**src/rtl/core/tbo_pkg.sv**
```systemverilog
// shared constants for the triangle box overlap test
// no dependencies
package tbo_pkg;
    localparam int unsigned VEC_LANES = 3;
endpackage

```
**src/rtl/core/tbo_prep.sv**
```systemverilog
// stage one: box translated to origin, doubled vertices, extents and edges
// depends on tbo_pkg
module tbo_prep
    import tbo_pkg::*;
#(
    parameter int CB = 16
) (
    input  logic                        i_clk,
    input  logic                        i_en,
    input  logic [3*CB-1:0]             i_va,
    input  logic [3*CB-1:0]             i_vb,
    input  logic [3*CB-1:0]             i_vc,
    input  logic [3*CB-1:0]             i_bmin,
    input  logic [3*CB-1:0]             i_bmax,
    output logic signed [CB+2:0]        o_v [3][3],
    output logic signed [CB+3:0]        o_f [3][3],
    output logic signed [CB+1:0]        o_e [3],
    output logic                        o_inv
);
    logic signed [CB+2:0] n_v [3][3];
    logic signed [CB+3:0] n_f [3][3];
    logic signed [CB+1:0] n_e [3];
    logic                 n_inv;
    logic signed [CB-1:0] lo, hi;
    logic [3*CB-1:0]      w [3];

    always_comb begin
        w[0] = i_va;
        w[1] = i_vb;
        w[2] = i_vc;
        n_inv = 1'b0;
        for (int k = 0; k < VEC_LANES; k++) begin
            lo = $signed(i_bmin[k*CB +: CB]);
            hi = $signed(i_bmax[k*CB +: CB]);
            if (lo > hi) n_inv = 1'b1;
            n_e[k] = (CB+2)'(hi) - (CB+2)'(lo);
            for (int i = 0; i < 3; i++)
                n_v[i][k] = ((CB+3)'($signed(w[i][k*CB +: CB])) <<< 1)
                    - (CB+3)'(lo) - (CB+3)'(hi);
            n_f[0][k] = (CB+4)'(n_v[1][k]) - (CB+4)'(n_v[0][k]);
            n_f[1][k] = (CB+4)'(n_v[2][k]) - (CB+4)'(n_v[1][k]);
            n_f[2][k] = (CB+4)'(n_v[0][k]) - (CB+4)'(n_v[2][k]);
        end
    end

    always_ff @(posedge i_clk) begin
        if (i_en) begin
            o_v   <= n_v;
            o_f   <= n_f;
            o_e   <= n_e;
            o_inv <= n_inv;
        end
    end
endmodule

```
**config.mk**
```make
export PLATFORM = sky130hd
export DESIGN_NAME = tbo_prep
export DESIGN_NICKNAME = d
export VERILOG_FILES = /design/src/rtl/core/tbo_pkg.sv /design/src/rtl/core/tbo_prep.sv
export SDC_FILE = /design/constraint.sdc
export NUM_CORES = 1
export LEC_CHECK = 0
export BUFFER_PORTS_ARGS = -buffer_cell sky130_fd_sc_hd__buf_4
export CORE_UTILIZATION = 52
export CTS_BUF_LIST = sky130_fd_sc_hd__clkbuf_8
export DETAILED_ROUTE_END_ITERATION = 16
export PLACE_DENSITY = 0.79
export SLEW_MARGIN = 40
export SYNTH_ARGS = -nofsm -noshare
export SYNTH_HDL_FRONTEND = slang
export SYNTH_SLANG_ARGS = --single-unit
```
**constraint.sdc**
```tcl
create_clock -name i_clk -period 5.6 [get_ports i_clk]
set_clock_uncertainty 0.2 [all_clocks]
set_input_delay 0.84 -clock i_clk [delete_from_list [all_inputs] [get_ports i_clk]]
set_output_delay 0.84 -clock i_clk [all_outputs]
set_load 0.1 [all_outputs]
```
* After elaboration in Yosys (flattened, before gate mapping) *
Index checks and enable logic that the tools add are counted.

storage, ports and cells
  bits in registers = 406
  input bits = 242

cells by class
  $add $sub $neg = 30
  $lt $le $gt $ge = 3
  multiplexer cells = 1
  reduce and logical (&&, ||, !) cells = 1

operators by type and width
  operator                                        number
  19-bit by 19-bit subtractor with 20-bit output  9
  18-bit by 16-bit subtractor with 19-bit output  9
  17-bit by 16-bit subtractor with 18-bit output  9
  16-bit by 16-bit subtractor with 17-bit output  3
  16-bit > comparator                             3
  2-bit OR reduction                              1
  1-bit two-way mux                               1

* Depth between registers and ports, before layout *
  word-level depth = 3
  mapped depth = 25
  gate-level depth less buffers = 25

* Worst setup path after synthesis *
OpenSTA, ideal clock, no wires.

  path kind = input-to-reg
  from = in i_bmin[2]
  to = reg o_f[175] in the netlist's numbering, data pin
  library setup time = 0.260 ns
  data arrival time = 5.558 ns
  data required time = 5.140 ns
  path slack = -0.418 ns
  stages = 18
  path buffers = 0
  path through = inv_1 > fa_1 > ha_1 > a211o_1 > a2111oi_1 > o21bai_1 > xor2_1 > inv_1 > ha_1 > and3_1 > a221oi_1 > maj3_2 > maj3_2 > maj3_2 > maj3_2 > maj3_2 > maj3_2 > xnor2_1

RTL lines
  what                  line            source
  start, declared       tbo_prep.sv:13  input logic [3*CB-1:0] i_bmin,
  end signal, assigned  tbo_prep.sv:49  o_f <= n_f;
  end, declared         tbo_prep.sv:16  output logic signed [CB+3:0] o_f [3][3],

==> flow_metrics.tcl <==
set metrics [dict create \
    grt_max_degree 135 \
    root_buffer "clkbuf_8" \
    critical_path_arrival_ns 5.72 \
    cts_max_path_buffers 3 \
    avgViaCountPerCell 5.441 \
    dieArea_um2 62180 \
    final_hold_viol_count 0 \
    dpl.hpwl_um 80640 \
    dpl_cell_area_um2 41820 \
    netlist_area_um2 31820 \
    core_um2 60360 \
    worst_pin_slew_ns 0.7887 \
    drive_gt1_share_pct 34.23 \
    synthDistinctLibCells 80 \
    holdBufCountCts 0 \
    drt_iter0_markers 2056 \
    nets 4951 \
    synth.yosys.seq_area_share_pct 38.04 \
    grt_pass1_wl_um 149200 \
    async_reset_ff_share_pct 0 \
    cts_tree "yes" \
    placementRows 90 \
    h-tree-depth 3 \
    start_kind "primary input" \
    syn_area_per_cell_um2 10.94 \
    cts_made_buffers 72 \
    place_congestion 0.9840 \
    end_kind "flop" \
    portBuffers 647 \
    clock_sinks 403 \
    stdcell_area_um2 43920 \
    critPathRequiredTime_ns 5.81 \
    yosys_warnings 0 \
    clock.fmax_mhz 181.4 \
    first_pass_iters 7 \
    num-fill-cells 4061 \
    ant_nets 0 \
    start_util_pct 52.71 \
    hold_ws_ns 0.3513 \
    syn_inst 2907 \
    fin_crit_ns 5.512 \
    die_x_um 249.4 \
    worstHoldEndpoint "o_f[101]" \
    drt-total-wl_um 99840 \
    grt_pass1_vias 27643 \
    crit_type "in2reg" \
    drv_slew 0 \
    setup_viol 0 \
    vias 27386 \
    hold_depth 2 \
    syn-num-nets 3683 \
    ys_ff_latch 403 \
    ios 648 \
    worstHoldStart "i_vb[0]" \
    cap_violations 0 \
    grt_usage_pct 31.01 \
    clk_pin_slew_ns 0.06 \
    hp-class "in2reg" \
    wl_per_cell_um 19.84 \
    ys.flop_type "edfxtp_1" \
    die_y_um 249.4 \
    grt_setup_unrepaired "true" \
    drc 0 \
    slew_headroom_pct 47.04 \
    outcome "finished, final reports clean" \
    syn_to_final_growth_pct 38.04 \
    grt_overflow_total 0 \
    fin_crit_sh_pct 98.42 \
    antenna_found_initial 24 \
    critPathMaxFanout 4 \
    synth_edf_count 403 \
]
==> sequential cells by signal, summed over array words and instances, names as in the netlist <==
signal / cells
o_inv: 1
o_e: 51
o_v: 171
o_f: 180
==> worst max path at each step <==
stage / start / to / slack, ns / cells past startpoint
2_1_floorplan: i_bmin[2] / o_f[175] / -0.23 / 18
3_3_place_gp: i_bmin[34] / o_f[138] / -0.72 / 24
3_5_place_dp: i_bmin[34] / o_f[138] / -0.92 / 24
4_1_cts: i_bmin[34] / o_f[138] / 0.006 / 24
5_1_grt: i_bmin[18] / o_f[158] / -0.1 / 25
6_report: i_bmin[2] / o_f[175] / 0.09 / 21
==> worst max-delay path, stage by stage <==
cell and delay [ns]:
buf_4 0.11, clkinvlp_4 0.10, buf_4 0.14, fa_1 0.55
ha_4 0.23, a21oi_2 0.18, a21oi_2 0.10, buf_4 0.16
a221oi_2 0.34, xnor2_2 0.18, inv_1 0.09, ha_1 0.32
and3_1 0.17, a221oi_2 0.07, maj3_2 0.32, maj3_2 0.33
maj3_2 0.34, maj3_2 0.35, maj3_2 0.34, maj3_2 0.32
xnor2_1 0.12
==> synthesized netlist by cell type, types with 4 or more instances <==
cell	count	area, µm²
o31a_1	14	122.6
and2_1	29	181.4
or3_1	13	81.33
maj3_2	7	78.83
a21oi_1	182	910.9
nor2_1	163	611.8
a31o_2	14	122.6
xor2_1	139	1217
fa_1	147	2943
o211a_1	7	70.07
nand2b_1	38	237.7
edfxtp_1	403	12100
nand3_1	30	150.1
clkbuf_1	5	18.77
nor3_1	53	265.3
a211o_1	6	52.55
and3_1	13	81.33
a31oi_1	24	150.1
o21ai_1	5	25.02
a2111oi_0	9	78.83
o211ai_1	20	150.1
maj3_1	12	120.1
or2_2	18	112.6
a221oi_1	11	96.34
nand2_1	95	356.6
a21o_1	67	503.0
o22ai_1	9	56.30
nor2b_1	50	312.8
a21boi_0	11	82.58
a311oi_1	6	52.55
o21a_1	41	307.8
o31ai_1	15	112.6
o21bai_1	49	367.9
nor4b_1	4	35.03
a211oi_1	24	180.2
o21ai_0	114	570.6
nand4_1	6	37.54
inv_1	368	1381
ha_1	387	4842
xnor2_1	233	2041
nor3b_1	6	45.04
==> per-layer routing <==
| layer | vias up | wire, µm | track usage, % |
|---|---|---|---|
| met5 | - | 0 | 0 |
| met4 | 0 | 5335 | 16.74 |
| met3 | 274 | 6786 | 5.465 |
| met2 | 1090 | 47800 | 52.16 |
| met1 | 13177 | 39910 | 37.93 |
| li1 | 12845 | - | - |
==> cell usage in the layout (no fill, tap or decap), types with 73 or more instances in the layout <==
cell	synthesis	layout
nand2_1	95	93
edfxtp_1	403	403
o21ai_0	114	100
nor2_1	163	160
clkbuf_8	0	73
fa_1	147	146
xor2_1	139	134
xnor2_1	233	227
ha_1	387	378
a21oi_1	182	167
inv_1	368	377
buf_4	3	1196
==> final cells by class <==
class | count | area [µm²] | share of cell area [%]
Antenna cell | 24 | 60.06 | 0.1367
Clock buffer | 73 | 1005 | 2.288
Clock inverter | 53 | 337.8 | 0.7692
Inverter | 369 | 1399 | 3.185
Multi-Input combinational cell | 2126 | 18940 | 43.13
Sequential cell | 403 | 12100 | 27.55
Tap cell | 782 | 978.4 | 2.228
Timing Repair Buffer | 1203 | 9095 | 20.71
==> stage by stage <==
| step | setup TNS (ns) | cells | util, % | worst slack, ns |
|---|---|---|---|---|
| floorplan | -0.3617 | 2907 | - | -0.2286 |
| global placement | -18.90 | 4866 | 69.29 | -0.7180 |
| detailed placement | -25.12 | 4866 | 69.29 | -0.9234 |
| CTS | 0 | 4993 | 71.58 | 0.006082 |
| global route | -0.4211 | 5033 | 72.76 | -0.09770 |
| finish | 0 | 5033 | 72.76 | 0.08833 |
==> kinds of logic after synthesis <==
family	Yosys count	share of synthesized area, %
XOR/XNOR	372	10.24
AND/OR/NAND/NOR	532	8.247
flip-flops	403	38.04
AO/OA/AOI/OAI	665	13.76
buffers and inverters	378	4.495
adder cells (fa/ha/maj)	553	25.09
multiplexers	4	0.1298
==> what timing repair did <==
action | in CTS | in global routing
pin swaps | 1 | 50
buffers inserted | 1 | 16
gates resized for setup | 10 | 102
endpoints found under the setup margin | 8 | 37
Power is not shown: default switching activity piles up to over one toggle a cycle in this logic, so the estimate is an artifact.
